**config.mk**
```make
export PLATFORM = sky130hd
export DESIGN_NAME = ncs_cell
export DESIGN_NICKNAME = d
export VERILOG_FILES = /design/src/sv/nearest_centroid_search_top_macros.svh /design/src/sv/ncs_pkg.sv /design/src/sv/ncs_cell.sv
export SDC_FILE = /design/constraint.sdc
export NUM_CORES = 1
export LEC_CHECK = 0
export BUFFER_PORTS_ARGS = -buffer_cell sky130_fd_sc_hd__buf_2
export CORE_MARGIN = 2
export CORE_UTILIZATION = 50
export CTS_BUF_LIST = sky130_fd_sc_hd__clkbuf_16
export CTS_CLUSTER_SIZE = 28
export DETAILED_ROUTE_END_ITERATION = 8
export PLACE_DENSITY_LB_ADDON = 0.05
export SYNTH_ARGS = -nofsm -noshare
export SYNTH_HDL_FRONTEND = slang
export SYNTH_SLANG_ARGS = --single-unit
```
**constraint.sdc**
```tcl
create_clock -name clk -period 9 [get_ports clk]
set_input_delay 2.25 -clock clk [delete_from_list [all_inputs] [get_ports clk]]
set_output_delay 2.25 -clock clk [all_outputs]
set_load 0.03 [all_outputs]
```
**src/sv/nearest_centroid_search_top_macros.svh**
```systemverilog
// Assertion macros for the nearest centroid search block.
// Used by the top level only; relies on clk and rst_n in the including scope.
`ifndef NEAREST_CENTROID_SEARCH_TOP_MACROS_SVH
`define NEAREST_CENTROID_SEARCH_TOP_MACROS_SVH

// Same-cycle implication, disabled while reset is held.
`define NCS_ASSERT_IMPLIES(lbl, ante, cons, msg) \
  lbl: assert property (@(posedge clk) disable iff (!rst_n) (ante) |-> (cons)) \
    else $error(msg);

// Next-cycle implication, disabled while reset is held.
`define NCS_ASSERT_NEXT(lbl, ante, cons, msg) \
  lbl: assert property (@(posedge clk) disable iff (!rst_n) (ante) |=> (cons)) \
    else $error(msg);

`endif

```
**src/sv/ncs_pkg.sv**
```systemverilog
// Shared constants and types for the nearest centroid search block.
// No dependencies; used by every module of the block.
package ncs_pkg;

  // Default sizes, handed down from the top level parameters.
  localparam int DEF_MAX_CENTROIDS = 16;
  localparam int DEF_MAX_DIMS      = 16;
  localparam int DEF_COORD_WIDTH   = 16;

  // Distance results are saturated to this many bits.
  localparam int DIST_W = 36;

  // Configuration port.
  localparam int CFG_IDX_W         = 2;
  localparam int CFG_DATA_W_MIN    = 5;
  localparam int NUM_RESET         = 16;
  localparam logic [CFG_IDX_W-1:0] REG_NUM_CENTROIDS = 2'd0;
  localparam logic [CFG_IDX_W-1:0] REG_NUM_DIMS      = 2'd1;

  // Input commands.
  localparam logic CMD_LOAD  = 1'b0;
  localparam logic CMD_QUERY = 1'b1;

  // Depth of the result queue; a power of two.
  localparam int Q_DEPTH = 4;

  // Control part of a token moving along the cell chain.
  typedef struct packed {
    logic vld;
    logic query;
    logic last;
  } ncs_ctl_t;

endpackage

```
**src/sv/ncs_cell.sv**
```systemverilog
// One centroid cell: coordinate memory, distance pipeline, accumulator and
// one link of the running minimum. Depends on ncs_pkg.
module ncs_cell #(
  parameter int CELL_IDX      = 0,
  parameter int MAX_CENTROIDS = ncs_pkg::DEF_MAX_CENTROIDS,
  parameter int MAX_DIMS      = ncs_pkg::DEF_MAX_DIMS,
  parameter int COORD_WIDTH   = ncs_pkg::DEF_COORD_WIDTH
) (
  input  logic                                    clk,
  input  logic                                    rst_n,
  input  logic                                    clear_i,
  input  logic [$clog2(MAX_CENTROIDS+1)-1:0]      nc_i,
  input  ncs_pkg::ncs_ctl_t                       ctl_i,
  input  logic [$clog2(MAX_CENTROIDS)-1:0]        cidx_i,
  input  logic [((MAX_DIMS > 1) ? $clog2(MAX_DIMS) : 1)-1:0] didx_i,
  input  logic signed [COORD_WIDTH-1:0]           coord_i,
  input  logic [$clog2(MAX_CENTROIDS)-1:0]        best_idx_i,
  input  logic [ncs_pkg::DIST_W-1:0]              best_dist_i,
  output ncs_pkg::ncs_ctl_t                       ctl_o,
  output logic [$clog2(MAX_CENTROIDS)-1:0]        cidx_o,
  output logic [((MAX_DIMS > 1) ? $clog2(MAX_DIMS) : 1)-1:0] didx_o,
  output logic signed [COORD_WIDTH-1:0]           coord_o,
  output logic [$clog2(MAX_CENTROIDS)-1:0]        best_idx_o,
  output logic [ncs_pkg::DIST_W-1:0]              best_dist_o,
  output logic                                    res_vld_o
);

  localparam int CW    = COORD_WIDTH;
  localparam int CI_W  = $clog2(MAX_CENTROIDS);
  localparam int DI_W  = (MAX_DIMS > 1) ? $clog2(MAX_DIMS) : 1;
  localparam int NC_W  = $clog2(MAX_CENTROIDS+1);
  localparam int DW    = ncs_pkg::DIST_W;
  localparam int SQ_W  = 2 * CW;
  localparam int SUM_W = ((SQ_W > DW) ? SQ_W : DW) + 1;
  localparam bit FIRST = (CELL_IDX == 0);

  localparam logic [DW-1:0]   DIST_MAX = {DW{1'b1}};
  localparam logic [CI_W-1:0] MY_IDX   = CI_W'(CELL_IDX);

  // Coordinates of this centroid, one entry per dimension.
  logic signed [CW-1:0] mem [MAX_DIMS];

  ncs_pkg::ncs_ctl_t    ctl_r;
  logic [CI_W-1:0]      cidx_r;
  logic [DI_W-1:0]      didx_r;
  logic signed [CW-1:0] coord_r;

  logic                 s1_vld_r, s1_last_r;
  logic signed [CW-1:0] s1_x_r, s1_rd_r;
  logic                 s2_vld_r, s2_last_r;
  logic [CW-1:0]        s2_mag_r;
  logic                 s3_vld_r, s3_last_r;
  logic [SQ_W-1:0]      s3_sq_r;

  logic [DW-1:0]        acc_r, acc_nxt;
  logic [CI_W-1:0]      best_idx_r, best_idx_nxt;
  logic [DW-1:0]        best_dist_r, best_dist_nxt;
  logic                 res_vld_r;

  logic                 wr_en, rd_en;
  logic signed [CW:0]   diff;
  logic [CW-1:0]        mag;
  logic [SQ_W-1:0]      sq;
  logic [SUM_W-1:0]     sum;
  logic [DW-1:0]        sum_sat;
  logic                 take;

  assign wr_en = ctl_i.vld && (ctl_i.query == ncs_pkg::CMD_LOAD) && (cidx_i == MY_IDX)
                 && (32'(didx_i) < 32'(MAX_DIMS));
  assign rd_en = ctl_i.vld && (ctl_i.query == ncs_pkg::CMD_QUERY);

  always_ff @(posedge clk) begin
    if (wr_en) begin
      mem[didx_i] <= coord_i;
    end
    if (rd_en) begin
      s1_rd_r <= mem[didx_i];
    end
  end

  // Token forwarding and the distance pipeline.
  always_ff @(posedge clk) begin
    if (!rst_n) begin
      ctl_r    <= '0;
      s1_vld_r <= 1'b0;
      s2_vld_r <= 1'b0;
      s3_vld_r <= 1'b0;
    end else begin
      ctl_r    <= ctl_i;
      s1_vld_r <= rd_en;
      s2_vld_r <= s1_vld_r;
      s3_vld_r <= s2_vld_r;
    end
    cidx_r    <= cidx_i;
    didx_r    <= didx_i;
    coord_r   <= coord_i;
    s1_last_r <= ctl_i.last;
    s1_x_r    <= coord_i;
    s2_last_r <= s1_last_r;
    s2_mag_r  <= mag;
    s3_last_r <= s2_last_r;
    s3_sq_r   <= sq;
  end

  always_comb begin
    diff = (CW+1)'(s1_x_r) - (CW+1)'(s1_rd_r);
    mag  = diff[CW] ? CW'(-diff) : CW'(diff);
  end

  assign sq = SQ_W'(s2_mag_r) * SQ_W'(s2_mag_r);

  always_comb begin
    sum     = SUM_W'(acc_r) + SUM_W'(s3_sq_r);
    sum_sat = (sum > SUM_W'(DIST_MAX)) ? DIST_MAX : sum[DW-1:0];
    take    = FIRST || ((NC_W'(CELL_IDX) < nc_i) && (sum_sat < best_dist_i));

    acc_nxt = acc_r;
    if (clear_i) begin
      acc_nxt = '0;
    end else if (s3_vld_r) begin
      acc_nxt = s3_last_r ? '0 : sum_sat;
    end

    best_idx_nxt  = take ? MY_IDX  : best_idx_i;
    best_dist_nxt = take ? sum_sat : best_dist_i;
  end

  always_ff @(posedge clk) begin
    if (!rst_n) begin
      acc_r     <= '0;
      res_vld_r <= 1'b0;
    end else begin
      acc_r     <= acc_nxt;
      res_vld_r <= s3_vld_r && s3_last_r;
    end
    best_idx_r  <= best_idx_nxt;
    best_dist_r <= best_dist_nxt;
  end

  assign ctl_o       = ctl_r;
  assign cidx_o      = cidx_r;
  assign didx_o      = didx_r;
  assign coord_o     = coord_r;
  assign best_idx_o  = best_idx_r;
  assign best_dist_o = best_dist_r;
  assign res_vld_o   = res_vld_r;

endmodule

```
### Word-level counts from Yosys, hierarchy flattened

Memory sizes are Yosys's and may differ from the RTL's. A register that Yosys moved wholly into a read port is not among the register bits.
Cells that the tools add are included.

| storage, ports and cells | value |
|---|---|
| register bits | 154 |
| memory bits (writable) | 256 |
| input bits | 75 |
| output and inout bits | 68 |
| word-level logic and storage cells | 36 |
| memories | 1 |

Memories:

| name | depth | bits a word | read ports | clocked after memory_dff | write ports | line | source |
|---|---|---|---|---|---|---|---|
| mem | 16 | 16 | 1 | 1 | 1 | ncs_cell.sv:41 | `logic signed [CW-1:0] mem [MAX_DIMS];` |

| cells by class | value |
|---|---|
| $add $sub $neg | 3 |
| multipliers | 1 |
| order comparisons | 1 |
| muxes and demuxes | 5 |
| bitwise operators | 2 |
| reductions and logical operators | 6 |

Operators with widths:

| cell | number |
|---|---|
| 36-bit two-way mux | 2 |
| 36-bit by 32-bit adder with 37-bit output | 1 |
| 37-bit by 36-bit greater-than comparator with 1-bit output, second input constant | 1 |
| 16-bit by 16-bit multiplier with 32-bit output | 1 |
| 16-bit by 16-bit subtractor with 17-bit output | 1 |
| 16-bit two-way mux | 1 |
| 16-bit negator | 1 |
| 1-bit logical AND | 4 |
| 4-bit zero test | 1 |
| 1-bit two-way mux | 2 |
| 1-bit inverter | 2 |
| 2-bit OR reduction | 1 |

### Longest topological paths before layout

| logic depth | value |
|---|---|
| depth in word-level cells | 5 |
| depth in mapped cells | 26 |

### Least setup slack after synthesis

No wires, ideal clock.

| timing | value |
|---|---|
| path kind | flip-flop to flip-flop |
| from | register s2_mag_r[6] |
| to | register s3_sq_r[30] |
| setup time | 0.072 ns |
| arrival time | 6.314 ns |
| required time | 8.928 ns |
| path slack | 2.614 ns |
| stages on the path, launching flop included | 22 |
| path buffers | 1 |
| clock period less this slack | 6.386 ns |
| path through | dfxtp_1 clkbuf_1 nand2_1 fa_1 inv_1 fa_1 fa_1 fa_1 fa_1 inv_1 fa_1 inv_1 ha_1 a21o_1 a21oi_1 o21ai_0 o311a_1 a311o_1 a2111oi_0 o21bai_1 a21oi_1 xnor2_1 |

| between the ends | value |
|---|---|
| cells in the longest elaborated chain, start to end | 1 |

RTL lines:

| what | line | source |
|---|---|---|
| start: declaration | ncs_cell.sv:51 | `logic [CW-1:0] s2_mag_r;` |
| start signal: assignment | ncs_cell.sv:100 | `s2_mag_r <= mag;` |
| 16-bit by 16-bit multiplier with 32-bit output | ncs_cell.sv:110 | `assign sq = SQ_W'(s2_mag_r) * SQ_W'(s2_mag_r);` |
| net sq[30] | ncs_cell.sv:63 | `logic [SQ_W-1:0] sq;` |
| end signal: assignment | ncs_cell.sv:102 | `s3_sq_r <= sq;` |
| end: declaration | ncs_cell.sv:53 | `logic [SQ_W-1:0] s3_sq_r;` |

The timed path passes the listed nets, and every way through them passes these cells.
A chain may end at the register's enable or synchronous reset.

### Final worst setup path

| timing | value |
|---|---|
| from | register s2_mag_r[9] |
| to | register s3_sq_r[30] |

The elaborated chain is that of the path after synthesis.

==> results.txt <==
Required @ worst endpoint - 9.50 ns
Clk_lat worst skew - 0.58 ns
Worst slew pin tran - 1.053 ns
# hold bufs at CTS - 0
Num CTS Buffers - 45
FFs w/ async S/R, synth - 0
Worst slew margin - 0.2979
Area of the multi-input gates - 11550 sq um
Setup Buffers After CTS - 0
Unrepaired setup endpoints after global routing - no
Initial core utilization - 0.5048
DR WL/cell - 19.38 um
Vias in the first global route - 15310
Yosys Warn Count - 0
Seq. cell area - 11230 sq um
Nets - 2405
CP startpoint kind - register
Synth Instances - 1906
DR pass1 iterations - 5
Tot GR Track Use - 0.2150
First-pass GRT wire length - 82.57 mm
Final setup TNS - 0 ns
Port Buf Inserts - 93
Skew final - 0.01579 ns
Layer with the highest usage - met2
Via Count - 14400
Initial antenna violation count - 2
Worst hold-check path type - register to register
Most frequent cells in the layout - 296 x inv_1, 272 x edfxtp_1, 164 x fa_1
Htree depth - 2
WP data arrival - 7.78 ns
Setup Viol. Count Final - 0
Drt first-iter violations - 620
Reg clk slew, reported paths - 0.06 ns
Worst hold start - s1_last_r
Synth Cell Area - 24050 sq um
Number of routed nets with antenna violations - 0
Pin count of the biggest net entering global routing - 68
Seq cells post-synth - 425
Fill count - 3986
Die X - 223.3 um
Reg2reg start - s2_mag_r[9]
Pre-CTS setup slack - 1.771 ns
Layout cells sized above 1 - 0.1583
Max clock buf depth - 3
Remaining global-route overflow - 0
Synth top area cells - edfxtp_1 34%, fa_1 14%, dfxtp_1 13%
Area grow syn2layout - 11.52%
Sequential-to-total area share from yosys stat - 0.4670
Max cap viols - 0
Post-layout minimum cycle time - 7.282 ns
CTS tree - yes
Met1 usage - 0.2623
FMAX - 137.3 MHz
CTS Root Cell - clkbuf_16
Met2 Use GR - 0.3960
Hold Vio Cnt, Final - 0
Final worst slack - 1.718 ns
Setup Crit Path Kind - register to register
Post_cts resized - 0
Routed Wire Length - 51.73 mm
Crit path capture type - register
Core Box Area - 47650 sq um
Hpwl dp - 37.08 mm
Beginning of the critical path - s2_mag_r[9]
Synth cell types - 72
Syn Area/Cell - 12.62 sq um
Yosys top cell area share - 0.3396
Max Slew Vio Count - 0
Site row count - 80
Post-route DRC - 0
CP Max Fanout - 18
Number of top-level pins - 143
Grt met3 use - 0.03082
Main synth FF type - edfxtp_1
Vias per cell - 5.396
Sink Count - 425
Status - finished, final reports clean
Most common cell after layout, fill and taps aside - inv_1
Gpl congestion - 0.8580
Chip Height - 223.3 um
Total die area - 49870 sq um
Final worst path period share - 0.8091
Top cell type by total area after synthesis - edfxtp_1
EDFF count, synth - 272
## final cells by class
| type | instances | share of cell area |
|---|---|---|
| diodes | 1 | 0.00009330 |
| clock buffers | 45 | 0.04199 |
| clock inverters | 39 | 0.01395 |
| inverters | 288 | 0.04031 |
| multi-input cells | 1134 | 0.4307 |
| flip-flops and latches | 425 | 0.4187 |
| well taps | 615 | 0.02869 |
| repair buffers | 122 | 0.02556 |
## layer usage
metal  vias to the layer above  routed length (um)
li1                       6837                   -
met1                      7246               21370
met2                       232               27280
met3                        83                1734
met4                         4                1332
met5                         -                  21
## through the flow
step	std cells	hold WS [ns]	area (sq um)	util
after global placement	2584	0.3143	25320	0.5314
after global routing	2668	0.3394	26820	0.5629
after floorplan	1909	0.3096	24060	-
after detailed placement	2584	0.3147	25320	0.5314
after CTS	2668	0.3250	26820	0.5629
final	2669	0.3234	26820	0.5629
## worst max-delay path, stage by stage, from the launching register on
cell and delay [ns]:
dfxtp_1 0.88, and2_1 0.28, inv_1 0.07, fa_1 0.51
inv_1 0.05, fa_1 0.50, inv_1 0.05, fa_1 0.47
inv_1 0.05, fa_1 0.46, fa_1 0.51, inv_1 0.05
fa_1 0.54, inv_1 0.05, ha_1 0.36, a21oi_1 0.21
nand2_1 0.08, a211oi_1 0.25, a22oi_1 0.24, a311o_1 0.46
a2111oi_0 0.62, o21bai_1 0.18, a21oi_1 0.20, xnor2_1 0.13
## synthesized netlist by cell type, drive strengths merged (3+ instances only)
master	count
a2111oi	4
a211oi	12
a21boi	8
a21o	31
a21oi	70
a221oi	3
a22o	29
a22oi	6
a31o	3
a31oi	11
and2	47
and3	10
buf	15
clkbuf	47
dfxtp	153
edfxtp	272
fa	164
ha	150
inv	288
mux2	3
mux4	80
nand2	123
nand2b	27
nand3	14
nand3b	3
nand4	6
nor2	74
nor2b	13
nor3	20
o211ai	8
o21a	9
o21ai	46
o21ba	3
o21bai	8
o221ai	3
o22ai	3
o311ai	3
o31a	3
o31ai	5
or2	14
or3	6
xnor2	55
xor2	29
## logic make-up after synthesis
group / after synthesis / share of synthesized area
AOI/OAI and AO/OA: 279 / 0.07908
xor gates and xnor gates: 84 / 0.03090
adders and majority gates: 314 / 0.2146
buffers and inverters: 350 / 0.05567
DFF: 425 / 0.4670
muxes: 85 / 0.07716
other: 1 / 0.0001559
and+or+nand+nor: 368 / 0.07549
## state kept, by name, indices dropped and copies added (netlist names), 3 cells and up
signal,cells
didx_o,4
s3_sq_r,31
cidx_o,4
ctl_o,3
s2_mag_r,16
best_dist_o,36
mem,256
acc_r,36
s1_x_r,16
s1_rd_r,16
## worst paths after layout
kind                            slack, ns  depth (start not counted)          end
worst min register to register       0.32                          0    s2_last_r
worst max-delay path                 1.72                         23  s3_sq_r[30]
worst max register to register       1.72                         23  s3_sq_r[30]
worst min-delay path                 0.32                          0    s2_last_r
Power is left out: the tool's default activity adds up to more than one toggle a clock period on the data nets, which glitch-free logic cannot reach.
