`src/sv/nearest_centroid_search_top_macros.svh`:
```
// Assertion macros for the nearest centroid search block.
// Used by the top level only; relies on clk and rst_n in the including scope.
`ifndef NEAREST_CENTROID_SEARCH_TOP_MACROS_SVH
`define NEAREST_CENTROID_SEARCH_TOP_MACROS_SVH

// Same-cycle implication, disabled while reset is held.
`define NCS_ASSERT_IMPLIES(lbl, ante, cons, msg) \
  lbl: assert property (@(posedge clk) disable iff (!rst_n) (ante) |-> (cons)) \
    else $error(msg);

// Next-cycle implication, disabled while reset is held.
`define NCS_ASSERT_NEXT(lbl, ante, cons, msg) \
  lbl: assert property (@(posedge clk) disable iff (!rst_n) (ante) |=> (cons)) \
    else $error(msg);

`endif

```
`src/sv/ncs_pkg.sv`:
```
// Shared constants and types for the nearest centroid search block.
// No dependencies; used by every module of the block.
package ncs_pkg;

  // Default sizes, handed down from the top level parameters.
  localparam int DEF_MAX_CENTROIDS = 16;
  localparam int DEF_MAX_DIMS      = 16;
  localparam int DEF_COORD_WIDTH   = 16;

  // Distance results are saturated to this many bits.
  localparam int DIST_W = 36;

  // Configuration port.
  localparam int CFG_IDX_W         = 2;
  localparam int CFG_DATA_W_MIN    = 5;
  localparam int NUM_RESET         = 16;
  localparam logic [CFG_IDX_W-1:0] REG_NUM_CENTROIDS = 2'd0;
  localparam logic [CFG_IDX_W-1:0] REG_NUM_DIMS      = 2'd1;

  // Input commands.
  localparam logic CMD_LOAD  = 1'b0;
  localparam logic CMD_QUERY = 1'b1;

  // Depth of the result queue; a power of two.
  localparam int Q_DEPTH = 4;

  // Control part of a token moving along the cell chain.
  typedef struct packed {
    logic vld;
    logic query;
    logic last;
  } ncs_ctl_t;

endpackage

```
`src/sv/ncs_queue.sv`:
```
// Small result queue in flip-flops between the cell chain and the result port.
// Depends on ncs_pkg.
module ncs_queue #(
  parameter int IDX_W = 4
) (
  input  logic                        clk,
  input  logic                        rst_n,
  input  logic                        wr_vld_i,
  input  logic [IDX_W-1:0]            wr_idx_i,
  input  logic [ncs_pkg::DIST_W-1:0]  wr_dist_i,
  output logic                        out_valid_o,
  input  logic                        out_stall_i,
  output logic [IDX_W-1:0]            out_idx_o,
  output logic [ncs_pkg::DIST_W-1:0]  out_dist_o
);

  localparam int DEPTH = ncs_pkg::Q_DEPTH;
  localparam int PTR_W = $clog2(DEPTH);
  localparam int CNT_W = $clog2(DEPTH+1);

  logic [IDX_W-1:0]           idx_q  [DEPTH];
  logic [ncs_pkg::DIST_W-1:0] dist_q [DEPTH];
  logic [PTR_W-1:0]           wr_ptr_r, rd_ptr_r;
  logic [CNT_W-1:0]           cnt_r, cnt_nxt;
  logic                       pop;

  assign pop = out_valid_o && !out_stall_i;

  // Pointers wrap on their own since the depth is a power of two.
  always_comb begin
    cnt_nxt = cnt_r;
    if (wr_vld_i && !pop) begin
      cnt_nxt = cnt_r + CNT_W'(1);
    end else if (!wr_vld_i && pop) begin
      cnt_nxt = cnt_r - CNT_W'(1);
    end
  end

  always_ff @(posedge clk) begin
    if (!rst_n) begin
      wr_ptr_r <= '0;
      rd_ptr_r <= '0;
      cnt_r    <= '0;
    end else begin
      cnt_r <= cnt_nxt;
      if (wr_vld_i) begin
        wr_ptr_r <= wr_ptr_r + PTR_W'(1);
      end
      if (pop) begin
        rd_ptr_r <= rd_ptr_r + PTR_W'(1);
      end
    end
    if (wr_vld_i) begin
      idx_q[wr_ptr_r]  <= wr_idx_i;
      dist_q[wr_ptr_r] <= wr_dist_i;
    end
  end

  assign out_valid_o = (cnt_r != '0);
  assign out_idx_o   = idx_q[rd_ptr_r];
  assign out_dist_o  = dist_q[rd_ptr_r];

endmodule

```
`config.mk`:
```
export PLATFORM = sky130hd
export DESIGN_NAME = ncs_queue
export DESIGN_NICKNAME = d
export VERILOG_FILES = /design/src/sv/nearest_centroid_search_top_macros.svh /design/src/sv/ncs_pkg.sv /design/src/sv/ncs_queue.sv
export SDC_FILE = /design/constraint.sdc
export NUM_CORES = 1
export LEC_CHECK = 0
export BUFFER_PORTS_ARGS = -buffer_cell sky130_fd_sc_hd__buf_2
export CORE_MARGIN = 1
export CORE_UTILIZATION = 51
export DETAILED_ROUTE_END_ITERATION = 7
export GPL_ROUTABILITY_DRIVEN = 0
export PLACE_DENSITY = 0.75
export SYNTH_ARGS = -nofsm -noshare
export SYNTH_HDL_FRONTEND = slang
export SYNTH_SLANG_ARGS = --single-unit
export TNS_END_PERCENT = 100
```
`constraint.sdc`:
```
create_clock -name clk -period 2.22 [get_ports clk]
set_input_delay 0.333 -clock clk [delete_from_list [all_inputs] [get_ports clk]]
set_output_delay 0.333 -clock clk [all_outputs]
set_load 0.005 [all_outputs]
```
=== Word-level counts from Yosys, hierarchy flattened ===
Memories as Yosys holds them, arrays and structs flattened. A register that Yosys moved wholly into a read port is not among the register bits.
Cells that the tools add are included.

* Muxes and demuxes: 8
* Div/mod/pow operators: 0
* Shifts and indexed selects: 0
* Reductions and logical operators: 8
* Equality and inequality tests: 0
* Multipliers: 0
* Bitwise operators: 0
* Add/sub/neg operators: 4
* $lt $le $gt $ge: 0

{| class="wikitable"
|+ Operator list
! kind !! number
|-
| 2-to-1 mux 2 bit || 4
|-
| 2-to-1 mux 3 bit || 2
|-
| adder 2 x 1 -> 2 bit, second input constant || 2
|-
| adder 3 x 1 -> 3 bit, second input constant || 1
|-
| logical AND 1 bit || 3
|-
| logical NOT 1 bit || 3
|-
| nonzero test 3 bit || 1
|-
| subtractor 3 x 1 -> 3 bit, second input constant || 1
|-
| 2-to-1 mux 1 bit || 2
|-
| nonzero test 2 bit || 1
|}

* Memories: 2
* Bits in read-only memories: 0
* Bits in latches: 0
* Logic and storage cells: 25
* Flip-flop bits (word level): 7
* Bits in writable memories: 160
* Output and inout port bits: 41
* Input bits: 44

{| class="wikitable"
|+ Memories
! name !! words !! width !! rd ports !! clocked after memory_dff !! write ports !! RTL line !! RTL
|-
| dist_q || 4 || 36 || 1 || 1 || 1 || ncs_queue.sv:22 || <nowiki>logic [ncs_pkg::DIST_W-1:0] dist_q [DEPTH];</nowiki>
|-
| idx_q || 4 || 4 || 1 || 1 || 1 || ncs_queue.sv:21 || <nowiki>logic [IDX_W-1:0] idx_q [DEPTH];</nowiki>
|}

=== Logic depth before layout (Yosys ltp) ===
Gate-level depths: netlist of the first run.

* Depth in word-level cells: 5
* Depth in mapped cells: 8

=== Least setup slack after synthesis of the first run ===
Ideal clock, no wire load.

* Kind: register to register
* From: reg cnt_r[0]
* To: reg cnt_r[2]
* Required time: 2.144 ns
* Arrival time: 1.992 ns
* Path slack: 0.152 ns
* Library setup time: 0.076 ns
* Clock period less this slack: 2.068 ns
* Stages on the path, launching flop included: 9
* Cell sequence: dfxtp_1 > nor3_1 > or2_2 > ha_1 > inv_1 > fa_1 > xor2_1 > or3_1 > a21boi_0

* Longest elaborated chain between the ends: 5
* Elaborated cells between the ends (all ways): 10

{| class="wikitable"
|+ RTL lines
! element !! RTL line !! RTL
|-
| start: declaration || ncs_queue.sv:24 || <nowiki>logic [CNT_W-1:0] cnt_r, cnt_nxt;</nowiki>
|-
| start signal: assignment || ncs_queue.sv:45 || <nowiki>cnt_r <= cnt_nxt;</nowiki>
|-
| parallel branches: the longest is 5 deep, another holds subtractor 3 x 1 -> 3 bit || -- ||
|}

Several ways; the timed one is not identified. The select of a mux whose other input is x is not followed.
A chain may end at the register's enable or synchronous reset.

=== Worst setup path after layout of the first run ===
Ends and elaborated chain as after synthesis.

==> results by group, run 1 <==
Outcome
  – Status: complete, no violations

Cells and area
  – Fraction of layout cells with a size suffix above 1: 45.3%
  – Final std cells w/o fill: 520
  – Diodes inserted: 0
  – Util after Layout: ~62%
  – Layout Nets: 411
  – Commonest non-fill, non-tap cell in the layout: edfxtp_1
  – Commonest non-fill, non-tap cells in the layout: edfxtp_1 (160), buf_2 (84), mux4_2 (40), clkbuf_16 (17), buf_4 (11)
  – P&R area growth vs syn: 19.4%

Drt
  – Drt first-iter violations: 176
  – Post-DR vias/cell: 5.50
  – DRC: 0
  – Total Wirelength: 10.2 mm
  – Vias: 2862
  – Router iterations before antenna repair: 5
  – Drt wl/cell: roughly 20 um
  – Antenna-violating nets left: 0

Synth
  – Flops & latches, synth: 169
  – Top area cells in the synthesized netlist: edfxtp_1 (77%), mux4_2 (14%), dfxtp_1 (2.9%)
  – Post-synthesis mux area share: 14.7%
  – Ys Warns: 0
  – Syn Std Cell Area: 6270 um^2
  – Post-Synth Simple-Gate Area: under 10%
  – Avg Cell Area, Syn: between 20 and 25 um^2
  – Top-area cell type share of the netlist area: 76.6%
  – Seq/Total Area, Yosys: about four fifths
  – Largest family of logic cells by synthesized area: multiplexers
  – Mapped Cells: around 250
  – Leading area contributor after synthesis: edfxtp_1
  – XOR/XNOR share of the synthesized area: less than 1%
  – Post-synth net total: 304
  – Post-synthesis cell type count: 20
  – Post-synthesis adder-cell area fraction: 1.32%
  – Compound-Gate Fraction of Synth Area: less than 1%

Timing
  – Minimum clock period: 2.10 ns
  – Crit share post-route: roughly 94%
  – # setup viols final: 0
  – Final TNS setup: 0 ns
  – Setup Skew: between 0.005 and 0.006 ns
  – Unrepaired setup endpoints after global routing: no
  – Max-slew violation count: 0
  – Fmax: about 480 MHz
  – Worst-Margin Slew: 0.383 ns
  – Hold Vio Cnt, Final: 0
  – Relative slew slack: 74.5%

Global routing
  – Number of global-route vias before repair: 3056
  – First-pass GRT wire length: around 16 mm
  – Pin count of the biggest net entering global routing: 25
  – Initial antenna violation count: 0
  – Total global routing overflow: 0
  – Total Routing Usage GR: 17.9%

Worst setup path
  – Maximum fanout along the worst path: 3
  – Max stage delay cell, worst path: fa_1
  – Critical path launch point type: register
  – Setup crit end kind: register
  – Max incr delay on CP: between 0.3 and 0.4 ns
  – Worst endpoint data arrival time: 2.44 ns
  – CP required: 2.57 ns
  – Crit Path Class: reg -> reg
  – CP Cell Sequence: nor3_1 > or2_2 > ha_1 > inv_1 > fa_1 > xor2_1 > or3_1 > a21boi_0

Floorplanning
  – Initial Util: 52.2%
  – # rows: 40
  – Die Width: 113 um
  – Floorplan core area: 12000 um^2
  – I/O pins: 85
  – Die Height: roughly 110 um
  – Die footprint: 12700 um^2

Power
  – Lkg Pwr: 2.57 nW
  – VDD IR max: 0.661 mV
  – P per Cell Area: 1070 nW/um^2

CTS
  – Post-CTS Setup Bufs: 0
  – Clock Path Buffers: 2
  – CTS tree: yes
  – Post-CTS Resized: 0
  – CTS Sinks: about 170
  – Clock transition at path regs: 0.06 ns
  – Clock latency at the later pin of the worst-skew pair: 0.42 ns
  – H-tree Lvls: 4
  – Cts-stage hold buffer count: 0
  – CTS Root Buffer Type: clkbuf_16
  – CTS Buf Count: 17

Placement
  – Port-buffer cells: 84
  – Detailed Place HPWL: 6.21 mm
  – Inst Count DP: 489

Flow run
  – MaxCap Viol Count: 0

Min path
  – Min-Delay Path Class: in -> reg
## worst paths after layout
path	startpoint	endpoint	slack (ns)	depth (start not counted)
hold / removal	wr_dist_i[3]	dist_q[0][3]	0.12	1
hold reg to reg	cnt_r[2]	cnt_r[2]	0.52	2
setup / recovery	cnt_r[0]	cnt_r[2]	0.12	8
setup reg to reg	cnt_r[0]	cnt_r[2]	0.12	8
## critical path: cells and delay by family, from the launching register on
kind            cells  cell delay [ns]
flops               1             0.35
buf+inv             1             0.06
simple gates        3             0.73
fa+ha+maj           2             0.54
xor+xnor            1             0.18
compound gates      1             0.17
## registers in the layout, summed over array words and instances, names as in the netlist, named ones only
signal	cells
idx_q	16
cnt_r	3
wr_ptr_r	2
rd_ptr_r	2
dist_q	144
## cells in the mapped netlist, drive strengths merged
cell    number
edfxtp     160
mux4        40
buf          9
dfxtp        9
and2         6
ha           5
a21boi       4
inv          4
o21ai        3
or3          3
mux2i        2
nor2b        2
xor2         2
fa           1
nand2b       1
nor3         1
or2          1
xnor2        1
## cell families (layout without fill, tap and decap cells)
kind of cell	after synthesis	after routing
compound gates	7	7
xor+xnor	3	3
fa+ha+maj	6	6
buf+inv	13	132
flops	169	169
mux	42	42
simple gates	14	14
## routing by layer
metal	vias to the layer above	global-route usage, %	part of all wire, %
met4	0	8.51	1.4
met3	10	5.84	4.6
met5	-	0	0
met2	71	28.4	51
li1	1282	-	-
met1	1499	22.5	43
## area by class of cell
class | instances | area [um^2]
flip-flops and latches | 169 | 4990
fillers | 865 | 4520
multi-input cells | 72 | 1170
repair buffers | 97 | 543
clock buffers | 20 | 437
well taps | 147 | 184
clock inverters | 11 | 154
inverters | 4 | 15.0
## metrics by stage
step	total power, mW	hold slack, ns	setup WS [ns]	cell area [um^2]
3_5_place_dp	5.19	0.513	0.122	6900
6_report	8.04	0.122	0.125	7490
3_3_place_gp	5.15	0.476	0.259	6900
2_1_floorplan	4.74	0.432	0.152	6270
4_1_cts	8.14	0.104	0.105	7490
5_1_grt	8.37	0.105	0.0241	7490
## power by group
part	internal, mW	total [mW]	switching [mW]
Combinational	0.735	1.34	0.608
Clock	1.86	2.94	1.09
Sequential	3.69	3.75	0.0673
No activity file was read; power rests on OpenSTA's default activity.
==> run 2, diff against run 1 <==
--- a/config.mk
+++ b/config.mk
@@ -5,6 +5,7 @@
 export SDC_FILE = /design/constraint.sdc
 export NUM_CORES = 1
 export LEC_CHECK = 0
+export ABC_AREA = 1
 export BUFFER_PORTS_ARGS = -buffer_cell sky130_fd_sc_hd__buf_2
 export CORE_MARGIN = 1
 export CORE_UTILIZATION = 51
==> results by group, run 2 <==
Worst setup path
  – CP required: 1.89 ns
  – Setup crit end kind: output port
  – Maximum fanout along the worst path: 36
  – Crit Path Class: reg -> out
  – Critical path launch point type: register
  – R2r setup slk: 0.40 ns
  – Worst endpoint data arrival time: 1.72 ns

Floorplanning
  – Die Height: approximately 110 um
  – # rows: 40
  – Floorplan core area: 12200 um^2
  – Initial Util: 53.3%
  – I/O pins: between 80 and 90
  – Die footprint: about 13000 um^2
  – Die Width: between 100 and 150 um

Synth
  – Top-count cell post-synth: edfxtp_1
  – Syn Std Cell Area: between 6000 and 7000 um^2
  – Ys Warns: 0
  – Fraction of registers with async set/reset: 0%
  – Leading area contributor after synthesis: edfxtp_1
  – Mapped Cells: 449
  – Top-area cell type share of the netlist area: 73.8%
  – Top area cells in the synthesized netlist: edfxtp_1 (74%), nor2_1 (5.0%), o22ai_1 (3.8%)
  – Flops & latches, synth: 169
  – Post-synthesis cell type count: 20
  – Post-synth net total: between 400 and 500
  – Avg Cell Area, Syn: about 14 um^2
  – Seq/Total Area, Yosys: 76.6%
  – Top cells by count, synth: edfxtp_1 (160), nor2_1 (86), o21ai_0 (44)
  – Synth Flop Type: edfxtp_1
  – EDFF count, synth: 160

Timing
  – Worst-Margin Slew: roughly 0.35 ns
  – Relative slew slack: 76.4%
  – Minimum clock period: around 2 ns
  – Hold Vio Cnt, Final: 0
  – Unrepaired setup endpoints after global routing: no
  – Fmax: between 400 and 500 MHz
  – Max-slew violation count: 0
  – Final TNS setup: 0 ns
  – Setup Skew: 0.00508 ns
  – # setup viols final: 0
  – Crit share post-route: approximately 92%

Outcome
  – Status: complete, no violations

CTS
  – CTS Root Buffer Type: clkbuf_16
  – CTS tree: yes
  – CTS Buf Count: 17
  – CTS Sinks: 169
  – Clock Path Buffers: 2
  – Clock latency at the later pin of the worst-skew pair: 0.42 ns
  – H-tree Lvls: 4
  – Clock transition at path regs: 0.06 ns
  – Post-CTS Setup Bufs: 0

Global routing
  – Pin count of the biggest net entering global routing: 81
  – Initial antenna violation count: 3
  – Number of global-route vias before repair: between 3000 and 4000
  – Total global routing overflow: 0
  – First-pass GRT wire length: 18.9 mm
  – Total Routing Usage GR: 19.9%

Cells and area
  – Largest register FFs: approximately 140
  – Commonest non-fill, non-tap cell in the layout: edfxtp_1
  – Reg with most FFs: dist_q
  – Util after Layout: 62.5%
  – P&R area growth vs syn: 17.3%
  – Top flop regs: dist_q (144), idx_q (16), cnt_r (3)
  – Layout Nets: 589
  – Commonest non-fill, non-tap cells in the layout: edfxtp_1 (160), nor2_1 (86), buf_2 (84), o21ai_0 (44), o22ai_1 (40)
  – Fraction of layout cells with a size suffix above 1: between 20% and 30%

Drt
  – M1 wire length: between 4 and 5 mm
  – Post-DR vias/cell: 5.35
  – Router iterations before antenna repair: 4
  – Drt wl/cell: between 15 and 20 um
  – Drt first-iter violations: 264
  – DRC: 0
  – Antenna-violating nets left: 0
  – Total Wirelength: 12.2 mm
  – Met2 wire length: between 5 and 6 mm
  – Metal3 WL: between 1 and 1.5 mm
  – Vias: between 3000 and 4000
  – Max layer used: met5

Placement
  – Detailed Place HPWL: 6.95 mm
  – Port-buffer cells: 84

Flow run
  – MaxCap Viol Count: 0

Power
  – VDD IR max: between 0.6 and 0.7 mV
  – Lkg Pwr: approximately 2.7 nW
  – P per Cell Area: 1060 nW/um^2

Min path
  – Min-Delay Path Class: in -> reg
-- run 2: cell types whose count changed in the layout (fill, tap and decap cells not counted), sizes merged, moves of 13 or more --
cell | before | now
mux4 | 40 | 0
o22ai | 0 | 40
inv | 4 | 17
o21ai | 3 | 84
nor2 | 0 | 86
nand2 | 0 | 13
-- run 2: what timing repair did --
action	in CTS	in global routing
gates resized for setup	0	1
hold buffers	0	0
endpoints found under the setup margin	0	2
-- run 2: kinds of logic (layout without fill, tap and decap cells) --
| logic type | count (synthesis) | count (layout) | share of synthesized area (%) |
|---|---|---|---|
| fa+ha+maj | 6 | 6 | 1.27 |
| buf+inv | 42 | 143 | 5.27 |
| other cells | 0 | 1 | 0 |
| flops | 169 | 169 | 76.6 |
| compound gates | 130 | 130 | 10.9 |
| simple gates | 102 | 102 | 5.96 |
-- run 2: critical path, cell delays in order (launching register included) --
cell,delay [ns]
dfxtp_2,0.46
buf_6,0.28
o21ai_0,0.14
o22ai_1,0.25
buf_2,0.16
-- run 2: final cells by class --
cell class	instances	area, um^2
fillers	931	4580
clock buffers	20	437
well taps	168	210
clock inverters	10	176
multi-input cells	238	1180
flip-flops and latches	169	4990
inverters	17	76.3
diodes	1	2.50
repair buffers	96	564
-- run 2: worst paths after layout --
check | from | to | cells after the start
min | wr_dist_i[27] | dist_q[2][27] | 1
min reg2reg | rd_ptr_r[0] | rd_ptr_r[0] | 2
max | register | out_dist_o[33] | 4
max reg2reg | cnt_r[1] | cnt_r[2] | 12
-- run 2: per-layer routing --
metal | vias up | global-route usage (%)
met5 | - | 0
met4 | 4 | 8.92
met3 | 20 | 7.96
met2 | 125 | 32.5
met1 | 1846 | 23.4
li1 | 1850 | -
-- run 2: power breakdown --
group	switching, mW	leakage (nW)	internal (mW)
logic	0.846	0.907	0.500
registers	0.0656	1.54	3.66
clock network	1.08	0.297	1.97
total	1.99	2.75	6.13
-- run 2: per-stage QoR --
stage	instance area, um^2	std cells	worst slack, ns	hold slack, ns	power, mW
6_report	7630	719	0.167	0.121	8.12
5_1_grt	7630	719	0.0390	0.112	8.44
4_1_cts	7620	718	0.0349	0.103	8.18
3_5_place_dp	7010	688	0.427	0.484	5.14
3_3_place_gp	7010	688	0.564	0.463	5.08
2_1_floorplan	6510	449	0.451	0.432	4.75
